<file path="src/hdl/box_blur_3x3_rgb_top_defines.svh">
// ----------------------------------------------------------------------------
// box_blur_3x3_rgb_top_defines.svh
// Assertion macros used by the box blur top level. Clock clk_i, reset rst_ni.
// ----------------------------------------------------------------------------
`ifndef BOX_BLUR_3X3_RGB_TOP_DEFINES_SVH
`define BOX_BLUR_3X3_RGB_TOP_DEFINES_SVH

// same-cycle implication
`define BBLUR_ASSERT_IMP(label, ante, cons, msg) \
  label: assert property (@(posedge clk_i) disable iff (!rst_ni) (ante) |-> (cons)) \
    else $error(msg);

// next-cycle implication
`define BBLUR_ASSERT_NXT(label, ante, cons, msg) \
  label: assert property (@(posedge clk_i) disable iff (!rst_ni) (ante) |=> (cons)) \
    else $error(msg);

`endif

</file>
<file path="src/hdl/bblur_pkg.sv">
// ----------------------------------------------------------------------------
// bblur_pkg
// Types, constants and the reciprocal table of the 3x3 RGB box blur.
// ----------------------------------------------------------------------------
package bblur_pkg;

  localparam int CH_W        = 8;
  localparam int PIX_W       = 3 * CH_W;
  localparam int WIN_SIDE    = 3;
  localparam int WIN_N       = 9;
  localparam int SUM_W       = 12;   // 9 * 255 fits
  localparam int CNT_W       = 4;
  localparam int RCP_W       = 17;
  localparam int RCP_SH      = 16;
  localparam int IMG_W_REG_W = 11;
  localparam int IMG_H_REG_W = 13;
  localparam int CFG_DATA_W  = 13;
  localparam int CFG_IDX_W   = 1;
  localparam int ROW_W       = 14;   // row runs to height + 1 while draining
  localparam int WIDTH_RST   = 640;
  localparam int HEIGHT_RST  = 480;
  localparam int CQ_DEPTH    = 4;
  localparam int OQ_DEPTH    = 4;

  typedef enum logic [CFG_IDX_W-1:0] {
    REG_IMG_WIDTH  = 1'b0,
    REG_IMG_HEIGHT = 1'b1
  } cfg_reg_e;

  typedef logic [PIX_W-1:0] pix_t;

  // one column of the window plus what the back end needs to finish it
  typedef struct packed {
    pix_t             top;
    pix_t             mid;
    pix_t             bot;
    logic [WIN_N-1:0] mask;
    logic             emit;
    logic             last;
  } col_entry_t;

  typedef struct packed {
    logic [CH_W-1:0] red;
    logic [CH_W-1:0] green;
    logic [CH_W-1:0] blue;
    logic            last;
  } res_t;

  // ceil(2^16 / n): exact truncated quotient for sums up to 9 * 255
  function automatic logic [RCP_W-1:0] recip(input logic [CNT_W-1:0] n);
    logic [RCP_W-1:0] r;
    case (n)
      4'd1:    r = 17'd65536;
      4'd2:    r = 17'd32768;
      4'd3:    r = 17'd21846;
      4'd4:    r = 17'd16384;
      4'd6:    r = 17'd10923;
      4'd9:    r = 17'd7282;
      default: r = '0;
    endcase
    return r;
  endfunction

endpackage

</file>
<file path="src/hdl/bblur_fifo.sv">
// ----------------------------------------------------------------------------
// bblur_fifo
// Small register FIFO with occupancy count, used for both internal queues.
// ----------------------------------------------------------------------------
module bblur_fifo #(
  parameter int WIDTH = 8,
  parameter int DEPTH = 4
) (
  input  logic                       clk_i,
  input  logic                       rst_ni,
  input  logic                       push_i,
  input  logic [WIDTH-1:0]           wdata_i,
  input  logic                       pop_i,
  output logic [WIDTH-1:0]           rdata_o,
  output logic                       empty_o,
  output logic [$clog2(DEPTH+1)-1:0] count_o
);

  localparam int PW = (DEPTH > 1) ? $clog2(DEPTH) : 1;
  localparam int CW = $clog2(DEPTH + 1);

  logic [WIDTH-1:0] mem_q [DEPTH];
  logic [PW-1:0]    wr_ptr_q, rd_ptr_q;
  logic [CW-1:0]    count_q;

  function automatic logic [PW-1:0] ptr_inc(input logic [PW-1:0] p);
    return (p == PW'(DEPTH - 1)) ? '0 : p + PW'(1);
  endfunction

  always_ff @(posedge clk_i or negedge rst_ni) begin
    if (!rst_ni) begin
      wr_ptr_q <= '0;
      rd_ptr_q <= '0;
      count_q  <= '0;
    end else begin
      if (push_i) wr_ptr_q <= ptr_inc(wr_ptr_q);
      if (pop_i)  rd_ptr_q <= ptr_inc(rd_ptr_q);
      if (push_i && !pop_i) begin
        count_q <= count_q + CW'(1);
      end else if (pop_i && !push_i) begin
        count_q <= count_q - CW'(1);
      end
    end
  end

  always_ff @(posedge clk_i) begin
    if (push_i) mem_q[wr_ptr_q] <= wdata_i;
  end

  assign rdata_o = mem_q[rd_ptr_q];
  assign empty_o = (count_q == '0);
  assign count_o = count_q;

endmodule

</file>
<file path="src/hdl/bblur_back.sv">
// ----------------------------------------------------------------------------
// bblur_back
// Shifts columns into the 3x3 window, sums the in-frame cells, divides by
// the cell count with a reciprocal multiply and queues the result.
// ----------------------------------------------------------------------------
module bblur_back (
  input  logic                  clk_i,
  input  logic                  rst_ni,
  input  logic                  cq_empty_i,
  input  bblur_pkg::col_entry_t cq_data_i,
  output logic                  cq_pop_o,
  input  logic                  out_pop_i,
  output logic                  out_empty_o,
  output bblur_pkg::res_t       res_o
);

  import bblur_pkg::*;

  localparam int OCW  = $clog2(OQ_DEPTH + 1);
  localparam int OCW1 = OCW + 1;
  localparam int PRW  = SUM_W + RCP_W;

  pix_t               win_q [WIN_N];
  logic               b1_v_q;
  logic [WIN_N-1:0]   b1_mask_q;
  logic               b1_emit_q;
  logic               b1_last_q;
  logic               b2_v_q;
  logic [SUM_W-1:0]   sum_r_q, sum_g_q, sum_b_q;
  logic [RCP_W-1:0]   rcp_q;
  logic               b2_last_q;

  logic [SUM_W-1:0]   sum_r_d, sum_g_d, sum_b_d;
  logic [PRW-1:0]     prod_r, prod_g, prod_b;
  logic [OCW-1:0]     oq_count;
  res_t               oq_wdata;

  // credit: everything in flight must fit in the output queue
  assign cq_pop_o = !cq_empty_i &&
                    ((OCW1'(oq_count) + OCW1'(b1_v_q) + OCW1'(b2_v_q)) < OCW1'(OQ_DEPTH));

  always_ff @(posedge clk_i) begin
    if (cq_pop_o) begin
      for (int j = 0; j < WIN_SIDE; j++) begin
        win_q[j*WIN_SIDE]     <= win_q[j*WIN_SIDE+1];
        win_q[j*WIN_SIDE + 1] <= win_q[j*WIN_SIDE+2];
      end
      win_q[2]  <= cq_data_i.top;
      win_q[5]  <= cq_data_i.mid;
      win_q[8]  <= cq_data_i.bot;
      b1_mask_q <= cq_data_i.mask;
      b1_emit_q <= cq_data_i.emit;
      b1_last_q <= cq_data_i.last;
    end
    if (b1_v_q) begin
      sum_r_q   <= sum_r_d;
      sum_g_q   <= sum_g_d;
      sum_b_q   <= sum_b_d;
      rcp_q     <= recip(CNT_W'($countones(b1_mask_q)));
      b2_last_q <= b1_last_q;
    end
  end

  always_ff @(posedge clk_i or negedge rst_ni) begin
    if (!rst_ni) begin
      b1_v_q <= 1'b0;
      b2_v_q <= 1'b0;
    end else begin
      b1_v_q <= cq_pop_o;
      b2_v_q <= b1_v_q && b1_emit_q;
    end
  end

  always_comb begin
    sum_r_d = '0;
    sum_g_d = '0;
    sum_b_d = '0;
    for (int i = 0; i < WIN_N; i++) begin
      if (b1_mask_q[i]) begin
        sum_r_d = sum_r_d + SUM_W'(win_q[i][3*CH_W-1 -: CH_W]);
        sum_g_d = sum_g_d + SUM_W'(win_q[i][2*CH_W-1 -: CH_W]);
        sum_b_d = sum_b_d + SUM_W'(win_q[i][CH_W-1 -: CH_W]);
      end
    end
  end

  assign prod_r = PRW'(sum_r_q) * PRW'(rcp_q);
  assign prod_g = PRW'(sum_g_q) * PRW'(rcp_q);
  assign prod_b = PRW'(sum_b_q) * PRW'(rcp_q);

  assign oq_wdata.red   = prod_r[RCP_SH +: CH_W];
  assign oq_wdata.green = prod_g[RCP_SH +: CH_W];
  assign oq_wdata.blue  = prod_b[RCP_SH +: CH_W];
  assign oq_wdata.last  = b2_last_q;

  bblur_fifo #(
    .WIDTH ($bits(res_t)),
    .DEPTH (OQ_DEPTH)
  ) u_out_q (
    .clk_i   (clk_i),
    .rst_ni  (rst_ni),
    .push_i  (b2_v_q),
    .wdata_i (oq_wdata),
    .pop_i   (out_pop_i && !out_empty_o),
    .rdata_o (res_o),
    .empty_o (out_empty_o),
    .count_o (oq_count)
  );

endmodule

</file>
<file path="config.mk">
export PLATFORM = sky130hd
export DESIGN_NAME = bblur_back
export DESIGN_NICKNAME = d
export VERILOG_FILES = /design/src/hdl/box_blur_3x3_rgb_top_defines.svh /design/src/hdl/bblur_pkg.sv /design/src/hdl/bblur_fifo.sv /design/src/hdl/bblur_back.sv
export SDC_FILE = /design/constraint.sdc
export NUM_CORES = 2
export LEC_CHECK = 0
export ABC_AREA = 1
export BUFFER_PORTS_ARGS = -buffer_cell sky130_fd_sc_hd__buf_2
export CAP_MARGIN = 20
export CORE_AREA = 2 2 255 257
export CTS_CLUSTER_DIAMETER = 50
export DETAILED_ROUTE_END_ITERATION = 10
export DIE_AREA = 0 0 257 259
export PLACE_DENSITY_LB_ADDON = 0.05
export RECOVER_POWER = 25
export SYNTH_ARGS = -nofsm -noshare
export SYNTH_HDL_FRONTEND = slang
export SYNTH_SLANG_ARGS = --single-unit
</file>
<file path="constraint.sdc">
create_clock -name clk_i -period 44.3 [get_ports clk_i]
set_input_delay 2.215 -clock clk_i [delete_from_list [all_inputs] [get_ports clk_i]]
set_output_delay 2.215 -clock clk_i [all_outputs]
set_load 0.02 [all_outputs]
</file>
==> Flow_metrics.wiki <==
{| class="wikitable"
! Metric !! Value
|-
| Total global routing track utilization || 0.270
|-
| Tightest slew margin relative to the limit || -1.13
|-
| Global-route wire length before repair || 141000 um
|-
| Worst hold slack across all endpoints || 0.427 ns
|-
| Endpoints failing setup || 0
|-
| Delay of the slowest cell on the worst path || 0.56 ns
|-
| Starting density of the core || 0.595
|-
| DP HPWL || 71100 um
|-
| Most repeated cell in the gate-level netlist after synthesis || sky130_fd_sc_hd__nand2_1
|-
| Gr ovfl total || 0
|-
| Floorplan core area || 63900 um^2
|-
| Net count of the mapped netlist || 5068
|-
| Ys flop type || sky130_fd_sc_hd__edfxtp_1
|-
| Area fraction of the dominant cell type after synthesis || 0.294
|-
| CP Max Fanout || 25
|-
| Count of flip-flops with a built-in enable after synthesis || 372
|-
| Setup slack, reg-to-reg || 35.26 ns
|-
| Portion of the clock cycle consumed by the worst path in the final layout || 0.204
|-
| Startpoint types || register
|-
| Post-Place Cells || 5137
|-
| Total setup buffers inserted after CTS || 0
|-
| PortBufs || 113
|-
| Via density per instance || 5.19
|-
| Post-route DRC violation count || 0
|-
| Run status || finished with violations
|-
| Non-filler cells, final || 5229
|-
| Worst min-delay path startpoint || b1_last_q$_DFFE_PP_
|-
| Critical path data required time || 44.62 ns
|-
| Number of hold-repair buffers added at the cts stage || 0
|-
| Violated checks || max-capacitance violations, max-slew violations
|-
| Router iterations before antenna repair || 6
|-
| Max frequency || 111 MHz
|-
| Leading cell types by count after synthesis || 931 x sky130_fd_sc_hd__nand2_1, 913 x sky130_fd_sc_hd__inv_1, 405 x sky130_fd_sc_hd__fa_1
|-
| Total inserted antenna cells || 0
|-
| Worst clock skew || 0.0454 ns
|-
| Worst Hold Depth || 0
|-
| Top-level port count || 114
|-
| Total of cells resized after clock tree synthesis || 0
|-
| Number of buffers created by CTS || 49
|-
| Number of design-rule violations left by the first detailed-router iteration || 1585
|-
| Final weighted congestion in routability-driven placement || 0.907
|-
| Number of global-route vias before repair || 27300
|-
| Antenna violations before repair || 1
|-
| Most common cell type on the critical path || sky130_fd_sc_hd__inv_1
|-
| Kind of critical path || reg -> reg
|-
| Clk pin slew, worst setup/hold paths || 0.06 ns
|-
| Number of maximum-capacitance violations || 1
|-
| Antenna Violating Nets Remaining || 0
|-
| Class of the worst hold path || reg -> reg
|-
| Minimum clock period after layout || 9.04 ns
|-
| Die Ht || 259 um
|-
| Pin count of the biggest net entering global routing || 65
|-
| Clock latency reported for the late side of the worst-skew pair || 0.61 ns
|-
| Placement-stage worst setup slack || 35.29 ns
|-
| WL per Instance || 16.7 um
|-
| Destination of the worst hold path || b2_last_q$_DFFE_PP_
|-
| Largest cells by area after synthesis || sky130_fd_sc_hd__edfxtp_1 29%, sky130_fd_sc_hd__fa_1 21%, sky130_fd_sc_hd__ha_1 11%
|-
| Net count, final || 5156
|-
| Post-layout worst setup margin || 35.26 ns
|-
| Post-synthesis cell type count || 58
|-
| Post-Syn Instances || 4246
|-
| DR vias || 27100
|-
| TritonCTS clock tree || built
|-
| Mapped cell area || 38000 um^2
|-
| Worst endpoint data arrival time || 9.36 ns
|-
| Logic depth of the worst register-to-register path || 43
|-
| Sum of negative setup slack || 0 ns
|-
| Maximum level of the CTS H-tree || 2
|-
| Launching point of the worst reg2reg path || b1_mask_q[0]$_DFFE_PP_
|-
| Setup repair after global routing missed its margin || false
|-
| Floorplan row count || 93
|-
| Total Routed Length || 87300 um
|-
| Pin slew with the least headroom to its limit || 3.19 ns
|-
| Cell with the largest stage delay on the worst path || sky130_fd_sc_hd__fa_1
|-
| Worst Setup End Kind || register
|-
| Cell type contributing the most total cell area after synthesis || sky130_fd_sc_hd__edfxtp_1
|-
| Die W || 257 um
|-
| Longest Clk Path Bufs || 3
|-
| Share of post-route cells with drive strength above 1 || 0.0834
|-
| Final hold viol count || 0
|-
| Clock root buffer master || sky130_fd_sc_hd__clkbuf_16
|-
| Number of max-slew violations in the final report || 47
|-
| Overall die area || 66600 um^2
|-
| Syn-to-layout area delta || 8.18%
|-
| Count of yosys warnings during synthesis || 0
|-
| CTS sink cnt || 381
|-
| Fraction of registers with async set/reset || 0.0236
|-
| Terminus of the critical flop-to-flop path || sum_b_q[10]$_DFFE_PP_
|-
| Sequential-to-total area share from yosys stat || 0.300
|-
| Average cell area after synthesis || 8.95 um^2
|-
| Count of state elements after synthesis || 381
|}
-- metrics by stage --
stage,util,cell area (um^2)
after floorplan,-,38000
after global placement,0.617,39400
after detailed placement,0.617,39400
after CTS,0.643,41100
after global routing,0.643,41100
final,0.643,41100
-- layout make-up --
| class | count | area (um^2) |
|---|---|---|
| clock buffer | 58 | 1280 |
| clock inverter | 33 | 365 |
| fill | 5407 | 22800 |
| inverter | 933 | 3500 |
| multi-input combinational | 2823 | 22600 |
| sequential | 381 | 11400 |
| tap | 855 | 1070 |
| timing repair buffer | 146 | 857 |
-- logic make-up (layout without fill, tap and decap cells) --
family | Yosys count | in the layout | synth area share
adder cells (fa/ha/maj) | 735 | 735 | 0.322
flip-flops | 381 | 381 | 0.300
AO/OA/AOI/OAI | 541 | 541 | 0.0803
multiplexers | 1 | 1 | 0.000296
AND/OR/NAND/NOR | 1390 | 1390 | 0.157
XOR/XNOR | 156 | 156 | 0.0360
buffers and inverters | 1042 | 1170 | 0.105
-- worst max-delay path by stage --
stage | slack [ns] | endpoint | startpoint | cells past startpoint
2_1_floorplan | 22.93 | cq_pop_o | cq_empty_i | 1
3_5_place_dp | 35.29 | sum_b_q[10]$_DFFE_PP_ | b1_mask_q[0]$_DFFE_PP_ | 43
3_3_place_gp | 35.36 | sum_b_q[10]$_DFFE_PP_ | b1_mask_q[0]$_DFFE_PP_ | 43
4_1_cts | 35.22 | sum_b_q[10]$_DFFE_PP_ | b1_mask_q[0]$_DFFE_PP_ | 43
6_report | 35.26 | sum_b_q[10]$_DFFE_PP_ | b1_mask_q[0]$_DFFE_PP_ | 43
5_1_grt | 34.44 | sum_g_q[11]$_DFFE_PP_ | b1_mask_q[0]$_DFFE_PP_ | 56
-- flip-flops by register name, indices dropped and copies added (netlist names) --
register,flops
b1_emit_q,1
b2_last_q,1
b1_v_q,1
sum_g_q,12
sum_r_q,12
u_out_q.rd_ptr_q,2
sum_b_q,12
win_q,216
b1_last_q,1
rcp_q,8
u_out_q.wr_ptr_q,2
u_out_q.mem_q,100
b2_v_q,1
u_out_q.count_o,3
b1_mask_q,9
-- placed cells by master (no fill, tap or decap), types with 11 or more instances in the layout --
cell type,Yosys,layout
sky130_fd_sc_hd__a31oi_1,25,25
sky130_fd_sc_hd__and2_1,12,12
sky130_fd_sc_hd__inv_1,913,913
sky130_fd_sc_hd__a21oi_1,183,183
sky130_fd_sc_hd__buf_2,18,113
sky130_fd_sc_hd__ha_1,330,330
sky130_fd_sc_hd__buf_4,9,29
sky130_fd_sc_hd__or2_2,17,17
sky130_fd_sc_hd__clkbuf_16,0,50
sky130_fd_sc_hd__nor2_2,11,11
sky130_fd_sc_hd__fa_1,405,405
sky130_fd_sc_hd__o21ai_1,62,62
sky130_fd_sc_hd__o21ai_0,154,154
sky130_fd_sc_hd__nand3_2,15,15
sky130_fd_sc_hd__nand4_1,23,23
sky130_fd_sc_hd__nor3_1,18,18
sky130_fd_sc_hd__edfxtp_1,372,372
sky130_fd_sc_hd__nand3_1,139,139
sky130_fd_sc_hd__o21ai_2,19,19
sky130_fd_sc_hd__o22ai_1,28,28
sky130_fd_sc_hd__xor2_1,99,99
sky130_fd_sc_hd__xnor2_1,57,57
sky130_fd_sc_hd__nor2_1,155,155
sky130_fd_sc_hd__nand2_2,41,41
sky130_fd_sc_hd__nand2_1,931,931
sky130_fd_sc_hd__a21o_1,17,17
sky130_fd_sc_hd__inv_2,17,17
-- worst max-delay path: cells and delay by family (launching register included) --
| kind | cells | cell delay (ns) |
|---|---|---|
| and+or+nand+nor | 9 | 1.08 |
| AOI/OAI and AO/OA | 13 | 2.51 |
| adders and majority gates | 9 | 3.49 |
| buffers and inverters | 8 | 0.78 |
| DFF | 1 | 0.32 |
| xor gates and xnor gates | 4 | 0.60 |
-- layer usage --
layer / vias to the layer above / wire (um) / global-route usage / part of all wire
met4: 2 / 3170 / 0.0935 / 0.036
met2: 598 / 42600 / 0.469 / 0.49
met3: 142 / 4550 / 0.0407 / 0.052
met1: 12800 / 36900 / 0.346 / 0.42
met5: - / 18 / 0 / 0.00021
li1: 13600 / - / - / -
Power is not shown: default switching activity piles up to over one toggle a cycle in this logic, so the estimate is an artifact.
