`src/hdl/box_blur_3x3_rgb_top_defines.svh`:
```
// ----------------------------------------------------------------------------
// box_blur_3x3_rgb_top_defines.svh
// Assertion macros used by the box blur top level. Clock clk_i, reset rst_ni.
// ----------------------------------------------------------------------------
`ifndef BOX_BLUR_3X3_RGB_TOP_DEFINES_SVH
`define BOX_BLUR_3X3_RGB_TOP_DEFINES_SVH

// same-cycle implication
`define BBLUR_ASSERT_IMP(label, ante, cons, msg) \
  label: assert property (@(posedge clk_i) disable iff (!rst_ni) (ante) |-> (cons)) \
    else $error(msg);

// next-cycle implication
`define BBLUR_ASSERT_NXT(label, ante, cons, msg) \
  label: assert property (@(posedge clk_i) disable iff (!rst_ni) (ante) |=> (cons)) \
    else $error(msg);

`endif

```
`src/hdl/bblur_fifo.sv`:
```
// ----------------------------------------------------------------------------
// bblur_fifo
// Small register FIFO with occupancy count, used for both internal queues.
// ----------------------------------------------------------------------------
module bblur_fifo #(
  parameter int WIDTH = 8,
  parameter int DEPTH = 4
) (
  input  logic                       clk_i,
  input  logic                       rst_ni,
  input  logic                       push_i,
  input  logic [WIDTH-1:0]           wdata_i,
  input  logic                       pop_i,
  output logic [WIDTH-1:0]           rdata_o,
  output logic                       empty_o,
  output logic [$clog2(DEPTH+1)-1:0] count_o
);

  localparam int PW = (DEPTH > 1) ? $clog2(DEPTH) : 1;
  localparam int CW = $clog2(DEPTH + 1);

  logic [WIDTH-1:0] mem_q [DEPTH];
  logic [PW-1:0]    wr_ptr_q, rd_ptr_q;
  logic [CW-1:0]    count_q;

  function automatic logic [PW-1:0] ptr_inc(input logic [PW-1:0] p);
    return (p == PW'(DEPTH - 1)) ? '0 : p + PW'(1);
  endfunction

  always_ff @(posedge clk_i or negedge rst_ni) begin
    if (!rst_ni) begin
      wr_ptr_q <= '0;
      rd_ptr_q <= '0;
      count_q  <= '0;
    end else begin
      if (push_i) wr_ptr_q <= ptr_inc(wr_ptr_q);
      if (pop_i)  rd_ptr_q <= ptr_inc(rd_ptr_q);
      if (push_i && !pop_i) begin
        count_q <= count_q + CW'(1);
      end else if (pop_i && !push_i) begin
        count_q <= count_q - CW'(1);
      end
    end
  end

  always_ff @(posedge clk_i) begin
    if (push_i) mem_q[wr_ptr_q] <= wdata_i;
  end

  assign rdata_o = mem_q[rd_ptr_q];
  assign empty_o = (count_q == '0);
  assign count_o = count_q;

endmodule

```
`config.mk`:
```
export PLATFORM = sky130hd
export DESIGN_NAME = bblur_fifo
export DESIGN_NICKNAME = d
export VERILOG_FILES = /design/src/hdl/box_blur_3x3_rgb_top_defines.svh /design/src/hdl/bblur_fifo.sv
export SDC_FILE = /design/constraint.sdc
export NUM_CORES = 1
export LEC_CHECK = 0
export BUFFER_PORTS_ARGS = -buffer_cell sky130_fd_sc_hd__buf_2
export CORE_MARGIN = 4
export CORE_UTILIZATION = 39
export CTS_CLUSTER_SIZE = 25
export DETAILED_ROUTE_END_ITERATION = 7
export PLACE_DENSITY = 0.71
export SLEW_MARGIN = 20
export SYNTH_ARGS = -nofsm -noshare
export SYNTH_HDL_FRONTEND = slang
export SYNTH_SLANG_ARGS = --single-unit
```
`constraint.sdc`:
```
create_clock -name clk_i -period 1.5 [get_ports clk_i]
set_clock_uncertainty 0.2 [all_clocks]
set_input_delay 0.075 -clock clk_i [delete_from_list [all_inputs] [get_ports clk_i]]
set_output_delay 0.075 -clock clk_i [all_outputs]
set_load 0.03 [all_outputs]
```
==> tab_implementation.tex, run 1 <==
\begin{tabular}{lr}
\hline
Metric & Value \\
\hline
\multicolumn{2}{l}{\textbf{Run status}} \\
Run status & complete, but fails checks \\
Violated checks & hold timing, setup timing \\
\multicolumn{2}{l}{\textbf{Worst setup path}} \\
Critical path destination & rdata\_o[1] \\
Origin of the worst setup path & rd\_ptr\_q[0]\$\_DFFE\_PN0P\_ \\
R2R cell count & 4 \\
Crit Path Max Fanout & 5 \\
R2r startpoint & count\_o[0]\$\_DFFE\_PN0P\_ \\
Arr. time, crit path & about 1.5 ns \\
Type of destination of the critical path & output port \\
Startpoint Class & flop \\
Register-to-Register Setup Slack & roughly 0.01 ns \\
Required time of the critical path & 1.22 ns \\
Endpoint of the worst register-to-register path & count\_o[2]\$\_DFFE\_PN0P\_ \\
Setup Crit Path Kind & reg2out \\
\multicolumn{2}{l}{\textbf{Synth}} \\
Number of flops mapped to enable cells by yosys & 32 \\
Top cells by count, synth & 32 x edfxtp\_1, 8 x mux4\_2, 7 x dfrtp\_1 \\
Dominant combinational cell family by area after synthesis & multiplexers \\
Post-synthesis sequential element count & 39 \\
Yosys warning count & 0 \\
Post-synthesis instance total & slightly below 80 \\
Prevailing post-synth register cell & edfxtp\_1 \\
Top-area cell type share of the netlist area & about 60\% \\
Cell accounting for the most synthesized area & edfxtp\_1 \\
Library cell with the highest instance count after synthesis & edfxtp\_1 \\
Simple-gate area share of the yosys netlist & under 10\% \\
Syn\_nets & 97 \\
Synthesized area per cell & approximately 20 um\^{}2 \\
Sequential fraction of the synthesis area & between 70\% and 80\% \\
Synthesized-area fraction occupied by ao, oa, aoi and oai cells & less than 1\% \\
Top cells by area in the synthesized netlist & edfxtp\_1 61\%, mux4\_2 12\%, dfrtp\_1 11\% \\
Synth cell types & 17 \\
Synthesized-area fraction occupied by xor and xnor cells & 1.68\% \\
Proportion of synthesized flip-flops having asynchronous set or reset & 17.9\% \\
Post-Synthesis Cell Area & $\sim$1600 um\^{}2 \\
Post-synthesis adder-cell area fraction & roughly 6\% \\
Multiplexer share of the synthesized area & between 10\% and 20\% \\
\multicolumn{2}{l}{\textbf{STA}} \\
Final count of negative-setup-slack endpoints & 8 \\
Total negative setup slack & -2.03 ns \\
Fmax & approximately 570 MHz \\
Final period demand of the worst path & about 1.8 ns \\
Worst slew margin relative to its limit & about 77\% \\
Transition at the pin with the smallest max-transition slack & approximately 0.34 ns \\
Setup repair after global routing missed its margin & true \\
Crit path setup slack, layout & -0.262 ns \\
Slew Limit Fails & 0 \\
Final hold slack & -0.0192 ns \\
Final hold violations & 1 \\
Period utilization & 117\% \\
\multicolumn{2}{l}{\textbf{Global route}} \\
Vias in the first global route & 905 \\
Antenna violations before repair & 0 \\
Global-route wire length before repair & between 4 and 5 mm \\
Gr usage total & a little under an eighth \\
Pin count of the biggest net entering global routing & 13 \\
Overflow left after global routing & 0 \\
\multicolumn{2}{l}{\textbf{Routing}} \\
Remaining antenna violation count & 0 \\
Via-to-Cell Ratio & slightly below 5 \\
Number of search-and-repair iterations in the first detailed-routing pass & 4 \\
Wire length after detailed routing & around 2.7 mm \\
Post-route DRC violation count & 0 \\
Number of vias after detailed routing & between 800 and 900 \\
Average detailed-routed wire length per instance & 15.2 um \\
Violation count after the first detailed-route iteration & 52 \\
\multicolumn{2}{l}{\textbf{Clock network}} \\
Clk\_lat worst skew & between 0.2 and 0.3 ns \\
TritonCTS Buffers & 5 \\
Clock Tree Buf Depth & 2 \\
Clock tree from TritonCTS & yes \\
Clock transition at the registers of the reported paths & 0.07 ns \\
CTS root buf & clkbuf\_8 \\
Sink Count & 39 \\
Number of levels in the clock H-tree & 2 \\
\multicolumn{2}{l}{\textbf{Die}} \\
Die height & just over 70 um \\
Number of I/O pins & 24 \\
Total die area & between 5000 and 6000 um\^{}2 \\
Effective utilization at floorplan & between 40\% and 50\% \\
Width of the die & 71.3 um \\
\# rows & 22 \\
Area inside the core boundary & 3770 um\^{}2 \\
\multicolumn{2}{l}{\textbf{Min path}} \\
Classification of the worst-slack hold path & in2reg \\
\multicolumn{2}{l}{\textbf{Layout}} \\
Fillers & $\sim$290 \\
Share of cells above drive strength 1 & approximately 47\% \\
Number of antenna cells inserted & 0 \\
Area delta synth->final & 39.5\% \\
Number of standard cells in the layout, taps in and fillers out & about 180 \\
Layout Nets & between 150 and 200 \\
\multicolumn{2}{l}{\textbf{Flow run}} \\
MaxCap Viol Count & 0 \\
\multicolumn{2}{l}{\textbf{Placement}} \\
Number of input and output port buffers inserted & 23 \\
Cell count after placement & 157 \\
Weighted congestion reported at the end of routability-driven placement & 0.688 \\
Placed wire-length estimate & between 1.5 and 2 mm \\
\multicolumn{2}{l}{\textbf{Power}} \\
Largest vdd supply drop & roughly 0.85 mV \\
Static Leakage & 0.000843 uW \\
Power per unit of standard cell area & just under 2000 nW/um\^{}2 \\
\hline
\end{tabular}
[stage by stage]
stage	hold slack (ns)	cell area, um^2	setup slack [ns]	total power (uW)	util, %
2_1_floorplan	-0.421	1570	-0.00583	2590	-
3_3_place_gp	-0.285	1840	-0.0315	3020	48.8
3_5_place_dp	-0.276	1840	-0.0586	3090	48.8
4_1_cts	0.0359	2150	-0.292	4210	57.0
5_1_grt	0.0402	2180	-0.328	4430	57.8
6_report	-0.0192	2180	-0.262	4210	57.8
[how the worst min path moves through the flow]
stage                start                 endpoint  slack (ns)  depth (start not counted)
floorplan           rst_ni   count_o[0]$_DFFE_PN0P_       -0.42                          0
global placement    rst_ni   count_o[2]$_DFFE_PN0P_       -0.29                          1
detailed placement  rst_ni   count_o[2]$_DFFE_PN0P_       -0.28                          1
CTS                  pop_i   count_o[0]$_DFFE_PN0P_        0.04                          4
global route        push_i  wr_ptr_q[0]$_DFFE_PN0P_        0.04                          4
finish              push_i  wr_ptr_q[0]$_DFFE_PN0P_       -0.02                          4
[cell families after synthesis]
group                    Yosys count
AND/OR/NAND/NOR                    9
multiplexers                      11
AO/OA/AOI/OAI                      2
flip-flops                        39
buffers and inverters              7
XOR/XNOR                           3
adder cells (fa/ha/maj)            7
[critical path, cell delays in order (launching register included)]
cell and delay, ns:
dfrtp_1 0.38, buf_6 0.15, mux4_2 0.51, buf_6 0.16
[registers in the layout, summed over array words and instances, names as in the netlist]
signal,flops
wr_ptr_q,2
rd_ptr_q,2
count_o,3
mem_q,32
[power by group]
group,switching [uW],leakage (uW),internal [uW],total [uW]
registers,177,0.000374,1430,1610
logic,867,0.000413,908,1780
clock network,336,0.0000556,486,822
total,1380,0.000843,2830,4210
[cells in the final DEF (no fill, tap or decap), drive strengths merged]
cell,instances
xnor2,1
edfxtp,32
nand2,1
nand3,1
nor2,2
nor3,1
fa,1
dfrtp,7
xor2,2
clkinv,2
o21ai,2
inv,5
bufinv,1
buf,36
and2,4
mux4,8
dlygate4sd3,13
mux2,3
ha,6
clkbuf,5
[timing repair]
action / CTS / global route
pin swaps: 0 / 3
setup endpoints to repair: 9 / 23
hold buffers: 12 / 2
gates resized for setup: 21 / 3
setup buffers: 1 / 2
hold endpoints to repair: 44 / 3
[layout make-up]
| class | instances | area (um^2) | share of cell area (%) |
|---|---|---|---|
| Sequential cell | 39 | 1140 | 52.3 |
| Timing Repair Buffer | 49 | 438 | 20.1 |
| Multi-Input combinational cell | 32 | 415 | 19.1 |
| Clock buffer | 5 | 68.8 | 3.16 |
| Tap cell | 48 | 60.1 | 2.76 |
| Clock inverter | 3 | 38.8 | 1.78 |
| Inverter | 5 | 18.8 | 0.861 |
[layer usage]
layer	global-route usage (%)	routed length (um)
met5	0	0
met1	13.2	1180
met4	3.76	26
met3	4.63	152
met2	19.1	1390
Note: power is estimated with default switching activity, not from simulation.
==> run 2: changes to the inputs <==
Settings changed: ABC_AREA from default to 1, PLACE_DENSITY 0.71 to 0.7.
==> run 2 against run 1 <==
Compared with the run above:
- sequential power about the same
- highest routed layer unchanged
- count of clock-buffer cells in the layout is 1 higher
- the flow finishes with violations (setup timing)
- non-clock buffer count is 1 higher
- sequential share of layout area fell by 2.5 points
- first-iteration DRC count rose by 29%
- area after synthesis is 8.6% higher
==> tab_implementation.tex, run 2 <==
\begin{tabular}{lr}
\hline
Metric & Value \\
\hline
\multicolumn{2}{l}{\textbf{Layout}} \\
Post-Route Utilization & a little under three fifths \\
Number of standard cells in the layout, taps in and fillers out & around 250 \\
Most common cell after layout, fill and taps aside & nand2\_1 \\
Area delta synth->final & 34.6\% \\
Number of antenna cells inserted & 0 \\
Layout Nets & 215 \\
Final design area excluding fillers & about 2300 um\^{}2 \\
Register with the highest flop count & mem\_q \\
Fillers & 335 \\
Sequential cell area & between 1000 and 1500 um\^{}2 \\
Commonest cells after routing, fill and taps aside & 34 x nand2\_1, 32 x edfxtp\_1, 25 x inv\_1, 16 x o211ai\_1 \\
Share of cells above drive strength 1 & between 20\% and 30\% \\
Number of flip-flops in the largest register & 32 \\
Area taken by multi-input logic gates & 429 um\^{}2 \\
\multicolumn{2}{l}{\textbf{Worst setup path}} \\
Startpoint Class & flop \\
Setup Crit Path Kind & reg2out \\
Cell with the biggest individual delay on the critical path & dfrtp\_1 \\
Crit Path Max Fanout & 13 \\
Crit path cell chain & inv\_4 -> buf\_12 -> nand2\_1 -> o211ai\_1 -> nand2\_1 -> buf\_6 \\
Required time of the critical path & about 1.2 ns \\
Type of destination of the critical path & output port \\
Arr. time, crit path & between 1 and 1.5 ns \\
Crit path buffers/inverters & 3 \\
Delay-heaviest family, CP & flip-flops \\
Delay contributed by the slowest stage of the critical path & a little over 0.4 ns \\
Most frequent cell on the critical path & nand2\_1 \\
\multicolumn{2}{l}{\textbf{Clock network}} \\
CTS root buf & clkbuf\_8 \\
TritonCTS Buffers & 5 \\
Clock Tree Buf Depth & 2 \\
Clock transition at the registers of the reported paths & $\sim$0.070 ns \\
Clk\_lat worst skew & $\sim$0.29 ns \\
Sink Count & 39 \\
Clock tree from TritonCTS & yes \\
Number of levels in the clock H-tree & 2 \\
\multicolumn{2}{l}{\textbf{Global route}} \\
Antenna violations before repair & 0 \\
Overflow left after global routing & 0 \\
Vias in the first global route & about 1200 \\
Gr usage total & 13.6\% \\
Pin count of the biggest net entering global routing & 21 \\
Global-route wire length before repair & 5.39 mm \\
\multicolumn{2}{l}{\textbf{STA}} \\
Period utilization & 107\% \\
Fmax & $\sim$620 MHz \\
Crit path setup slack, layout & -0.109 ns \\
Final count of negative-setup-slack endpoints & 8 \\
Final period demand of the worst path & $\sim$1.6 ns \\
Final hold slack & roughly 0.024 ns \\
Slew Limit Fails & 0 \\
Final hold violations & 0 \\
Setup repair after global routing missed its margin & true \\
Worst slew margin relative to its limit & roughly three quarters \\
Transition at the pin with the smallest max-transition slack & 0.350 ns \\
\multicolumn{2}{l}{\textbf{Die}} \\
Area inside the core boundary & roughly 4100 um\^{}2 \\
Number of I/O pins & 24 \\
Total die area & around 5500 um\^{}2 \\
\# rows & 23 \\
Die height & roughly 74 um \\
Width of the die & 74.0 um \\
Effective utilization at floorplan & about two fifths \\
\multicolumn{2}{l}{\textbf{Routing}} \\
Number of vias after detailed routing & between 1000 and 1500 \\
Number of search-and-repair iterations in the first detailed-routing pass & 4 \\
Via-to-Cell Ratio & between 4 and 5 \\
Post-route DRC violation count & 0 \\
Violation count after the first detailed-route iteration & between 60 and 70 \\
Remaining antenna violation count & 0 \\
Wire length after detailed routing & 3.17 mm \\
Average detailed-routed wire length per instance & 12.8 um \\
\multicolumn{2}{l}{\textbf{Power}} \\
Power per unit of standard cell area & 1880 nW/um\^{}2 \\
Largest vdd supply drop & $\sim$0.78 mV \\
Total power & $\sim$4300 uW \\
Static Leakage & a little over 0.001 uW \\
\multicolumn{2}{l}{\textbf{Synth}} \\
Prevailing post-synth register cell & edfxtp\_1 \\
Top cells by count, synth & 38 x nand2\_1, 32 x edfxtp\_1, 27 x inv\_1 \\
Proportion of synthesized flip-flops having asynchronous set or reset & 17.9\% \\
Post-synthesis instance total & about 140 \\
Top cells by area in the synthesized netlist & edfxtp\_1 57\%, dfrtp\_1 10\%, nand2\_1 8.4\% \\
Number of flops mapped to enable cells by yosys & 32 \\
Syn\_nets & $\sim$160 \\
Yosys warning count & 0 \\
Post-Synthesis Cell Area & roughly 1700 um\^{}2 \\
Cell accounting for the most synthesized area & edfxtp\_1 \\
Post-synthesis sequential element count & 39 \\
Synth cell types & 17 \\
Synthesized area per cell & around 12 um\^{}2 \\
Library cell with the highest instance count after synthesis & nand2\_1 \\
Top-area cell type share of the netlist area & 56.6\% \\
Sequential fraction of the synthesis area & roughly 67\% \\
\multicolumn{2}{l}{\textbf{Placement}} \\
Placed wire-length estimate & between 2 and 2.5 mm \\
Cell count after placement & about 220 \\
Number of input and output port buffers inserted & 23 \\
Weighted congestion reported at the end of routability-driven placement & $\sim$0.68 \\
Cell area after placement & between 1500 and 2000 um\^{}2 \\
\multicolumn{2}{l}{\textbf{Min path}} \\
Classification of the worst-slack hold path & in2reg \\
\multicolumn{2}{l}{\textbf{Run status}} \\
Run status & complete, but fails checks \\
Violated checks & setup timing \\
\multicolumn{2}{l}{\textbf{Flow run}} \\
MaxCap Viol Count & 0 \\
\hline
\end{tabular}
## run 2: worst paths after layout
kind | cells after the start | slack (ns) | endpoint | start
setup reg to reg | 5 | 0.09 | mem_q[0][3]$_DFFE_PP_ | wr_ptr_q[0]$_DFFE_PN0P_
min in group asynchronous | 3 | 0.55 | count_o[2]$_DFFE_PN0P_ | rst_ni
hold / removal | 5 | 0.02 | wr_ptr_q[0]$_DFFE_PN0P_ | push_i
hold reg to reg | 1 | 0.33 | wr_ptr_q[0]$_DFFE_PN0P_ | wr_ptr_q[0]$_DFFE_PN0P_
setup / recovery | 6 | -0.11 | rdata_o[2] | rd_ptr_q[0]$_DFFE_PN0P_
max in group asynchronous | 3 | 0.27 | count_o[1]$_DFFE_PN0P_ | rst_ni
## run 2: where the power goes
group / leakage, uW / switching, uW / internal [uW]
clock network: 0.0000426 / 339 / 319
logic: 0.000605 / 1160 / 889
registers: 0.000376 / 134 / 1440
total: 0.00102 / 1640 / 2650
## run 2: per-layer routing
metal	vias to the layer above	GRT usage (%)	share of wire, %
met2	18	23.9	53
met5	-	0	0
met3	6	4.86	4.7
met1	518	14.9	40
met4	0	5.43	1.6
li1	582	-	-
## run 2: logic make-up (layout without fill, tap and decap cells)
family | count (synthesis) | count (layout) | synth area share, %
compound gates | 21 | 21 | 8.55
xor+xnor | 1 | 1 | 0.516
fa+ha+maj | 7 | 7 | 5.60
buf+inv | 33 | 87 | 8.84
flops | 39 | 39 | 66.9
simple gates | 42 | 42 | 9.58
## run 2: cell type report
cell class,instances,share of cell area [%]
timing repair buffer,50,20.1
clock buffer,6,3.17
multi-input combinational,71,18.8
inverter,29,4.98
tap,50,2.74
sequential,39,49.8
clock inverter,2,0.383
## run 2: what timing repair did
action,4_1_cts,5_1_grt
gates resized for setup,18,9
buffers inserted,1,0
hold buffers,14,0
cloned,0,1
hold endpoints to repair,44,0
pin swaps,0,4
endpoints found under the setup margin,8,22
## run 2: worst reg2reg max path, cell delays in order (launching register included)
cell     delay [ns]
dfrtp_1        0.42
inv_1          0.09
ha_1           0.15
nand2_1        0.05
inv_1          0.08
buf_12         0.13
## run 2: through the flow
stage                     setup slack (ns)  TNS [ns]
after global placement              0.0731         0
after global routing                -0.196     -1.32
after CTS                           -0.109    -0.738
final                               -0.109    -0.695
after detailed placement            0.0545         0
after floorplan                    0.00177         0
==> run 3: changes to the inputs <==
Settings changed: ABC_AREA 1 to 0, BUFFER_PORTS_ARGS -buffer_cell sky130_fd_sc_hd__buf_2 to default, DONT_BUFFER_PORTS from default to 1, PLACE_DENSITY 0.7 to 0.65.
==> run 3 against run 2 <==
Compared with the run above:
- the run still ends with setup timing left
- clock power is 29% higher
- maximum frequency is 5.8% lower
- first-iteration DRC count is 34% lower
- highest routed layer unchanged
==> tab_implementation.tex, run 3 (synthesis gave the netlist of run 1 again) <==
\begin{tabular}{lr}
\hline
Metric & Value \\
\hline
\multicolumn{2}{l}{\textbf{Run status}} \\
Run status & complete, but fails checks \\
Violated checks & setup timing \\
\multicolumn{2}{l}{\textbf{Layout}} \\
Register with the highest flop count & mem\_q \\
Commonest cells after routing, fill and taps aside & 32 x edfxtp\_1, 15 x dlygate4sd3\_1, 8 x mux4\_2, 6 x buf\_4 \\
Share of cells above drive strength 1 & 34.8\% \\
Post-Route Utilization & between 50\% and 60\% \\
Most common cell after layout, fill and taps aside & edfxtp\_1 \\
Fillers & 291 \\
Area delta synth->final & 30.8\% \\
Number of standard cells in the layout, taps in and fillers out & 160 \\
Area taken by multi-input logic gates & roughly 420 um\^{}2 \\
Layout Nets & between 100 and 150 \\
Number of flip-flops in the largest register & 32 \\
Sequential cell area & between 1000 and 1500 um\^{}2 \\
Number of antenna cells inserted & 0 \\
\multicolumn{2}{l}{\textbf{Worst setup path}} \\
Cell with the biggest individual delay on the critical path & mux4\_2 \\
Crit path cell chain & buf\_6 -> mux4\_2 \\
Type of destination of the critical path & output port \\
R2r startpoint & rd\_ptr\_q[0]\$\_DFFE\_PN0P\_ \\
Crit Path Max Fanout & 4 \\
Setup Crit Path Kind & reg2out \\
Required time of the critical path & roughly 1.2 ns \\
Origin of the worst setup path & rd\_ptr\_q[0]\$\_DFFE\_PN0P\_ \\
Arr. time, crit path & 1.43 ns \\
Delay contributed by the slowest stage of the critical path & about 0.62 ns \\
Startpoint Class & flop \\
\multicolumn{2}{l}{\textbf{Clock network}} \\
Clock transition at the registers of the reported paths & about 0.07 ns \\
TritonCTS Buffers & 5 \\
Sink Count & 39 \\
Clk\_lat worst skew & slightly below 0.3 ns \\
Number of levels in the clock H-tree & 2 \\
Clock tree from TritonCTS & yes \\
Clock Tree Buf Depth & 2 \\
CTS root buf & clkbuf\_8 \\
\multicolumn{2}{l}{\textbf{Power}} \\
Switching power summed over all nets & 1390 uW \\
Share of power burned in the clock network & a little over a fifth \\
Internal cell power & 2640 uW \\
Power per unit of standard cell area & a little under 2000 nW/um\^{}2 \\
Static Leakage & roughly 0.00075 uW \\
Largest vdd supply drop & roughly 0.65 mV \\
Part of the power in registers & $\sim$39\% \\
Switching portion of total power & around 34\% \\
Combinational fraction of design power & between 40\% and 50\% \\
\multicolumn{2}{l}{\textbf{Placement}} \\
Cell count after placement & approximately 140 \\
Placed wire-length estimate & between 1.5 and 2 mm \\
Weighted congestion reported at the end of routability-driven placement & around 0.7 \\
Number of input and output port buffers inserted & 0 \\
\multicolumn{2}{l}{\textbf{Flow run}} \\
MaxCap Viol Count & 0 \\
\multicolumn{2}{l}{\textbf{STA}} \\
Final period demand of the worst path & 1.71 ns \\
Final hold slack & 0.0803 ns \\
Transition at the pin with the smallest max-transition slack & roughly 0.33 ns \\
Slew Limit Fails & 0 \\
Setup repair after global routing missed its margin & true \\
Fmax & 585 MHz \\
Final hold violations & 0 \\
Crit path setup slack, layout & -0.208 ns \\
Worst slew margin relative to its limit & about 78\% \\
Period utilization & 114\% \\
Final count of negative-setup-slack endpoints & 9 \\
\multicolumn{2}{l}{\textbf{Global route}} \\
Antenna violations before repair & 0 \\
Overflow left after global routing & 0 \\
Vias in the first global route & between 800 and 900 \\
Global-route wire length before repair & roughly 4.4 mm \\
Pin count of the biggest net entering global routing & 14 \\
Gr usage total & a little under an eighth \\
\multicolumn{2}{l}{\textbf{Routing}} \\
Via-to-Cell Ratio & roughly 5 \\
Post-route DRC violation count & 0 \\
Violation count after the first detailed-route iteration & 44 \\
Number of search-and-repair iterations in the first detailed-routing pass & 4 \\
Number of vias after detailed routing & a little under 800 \\
Wire length after detailed routing & $\sim$2.8 mm \\
Average detailed-routed wire length per instance & approximately 18 um \\
Remaining antenna violation count & 0 \\
\multicolumn{2}{l}{\textbf{Die}} \\
\# rows & 22 \\
Die height & roughly 71 um \\
Effective utilization at floorplan & approximately two fifths \\
Number of I/O pins & 24 \\
Width of the die & 71.3 um \\
Area inside the core boundary & roughly 3800 um\^{}2 \\
Total die area & between 5000 and 6000 um\^{}2 \\
\multicolumn{2}{l}{\textbf{Min path}} \\
Classification of the worst-slack hold path & in2reg \\
Min-delay src & push\_i \\
\hline
\end{tabular}
run 3: repair_timing:
item,in CTS,in global routing
hold buffers,14,1
pin swaps,0,1
gates resized for setup,6,5
hold endpoints to repair,63,8
setup buffers,1,0
setup endpoints to repair,9,17
run 3: final timing paths:
kind,slack [ns],endpoint,cells after the start
max,-0.21,rdata_o[5],2
min,0.08,count_o[2]$_DFFE_PN0P_,4
max reg2reg,0.02,rd_ptr_q[1]$_DFFE_PN0P_,4
min reg2reg,0.42,wr_ptr_q[1]$_DFFE_PN0P_,2
max in group asynchronous,0.34,count_o[1]$_DFFE_PN0P_,2
min in group asynchronous,0.49,count_o[0]$_DFFE_PN0P_,2
run 3: power groups by stage:
stage	clock, uW	sequential [uW]	combinational (uW)
after floorplan	0	1630	965
after global placement	0	1540	1390
after detailed placement	0	1550	1430
after CTS	871	1550	1570
after global routing	925	1580	1730
final	849	1560	1620
run 3: metal layers:
layer	global-route usage (%)	up-vias	wire (um)
li1	-	363	-
met1	13.0	395	1060
met2	20.7	17	1610
met3	3.23	6	94
met4	6.26	0	57
met5	0	-	0
run 3: through the flow:
| stage | setup TNS [ns] | total power [uW] | setup slack, ns | area [um^2] |
|---|---|---|---|---|
| after global placement | 0 | 2930 | 0.0761 | 1730 |
| after global routing | -2.07 | 4240 | -0.256 | 2040 |
| after CTS | -1.77 | 3990 | -0.227 | 2020 |
| after detailed placement | 0 | 2990 | 0.0515 | 1730 |
| final | -1.62 | 4030 | -0.208 | 2040 |
| after floorplan | -0.0122 | 2590 | -0.00583 | 1570 |
run 3: cell type report:
cell class	count	area share [%]
Multi-Input combinational cell	32	20.7
Clock inverter	3	2.14
Clock buffer	5	3.37
Inverter	5	0.918
Timing Repair Buffer	28	14.3
Tap cell	48	2.94
Sequential cell	39	55.7
run 3: worst max-delay path: cells and delay by family, from the launching register on:
family                 cells  cell delay [ns]
buffers and inverters      1             0.14
DFF                        1             0.38
muxes                      1             0.62
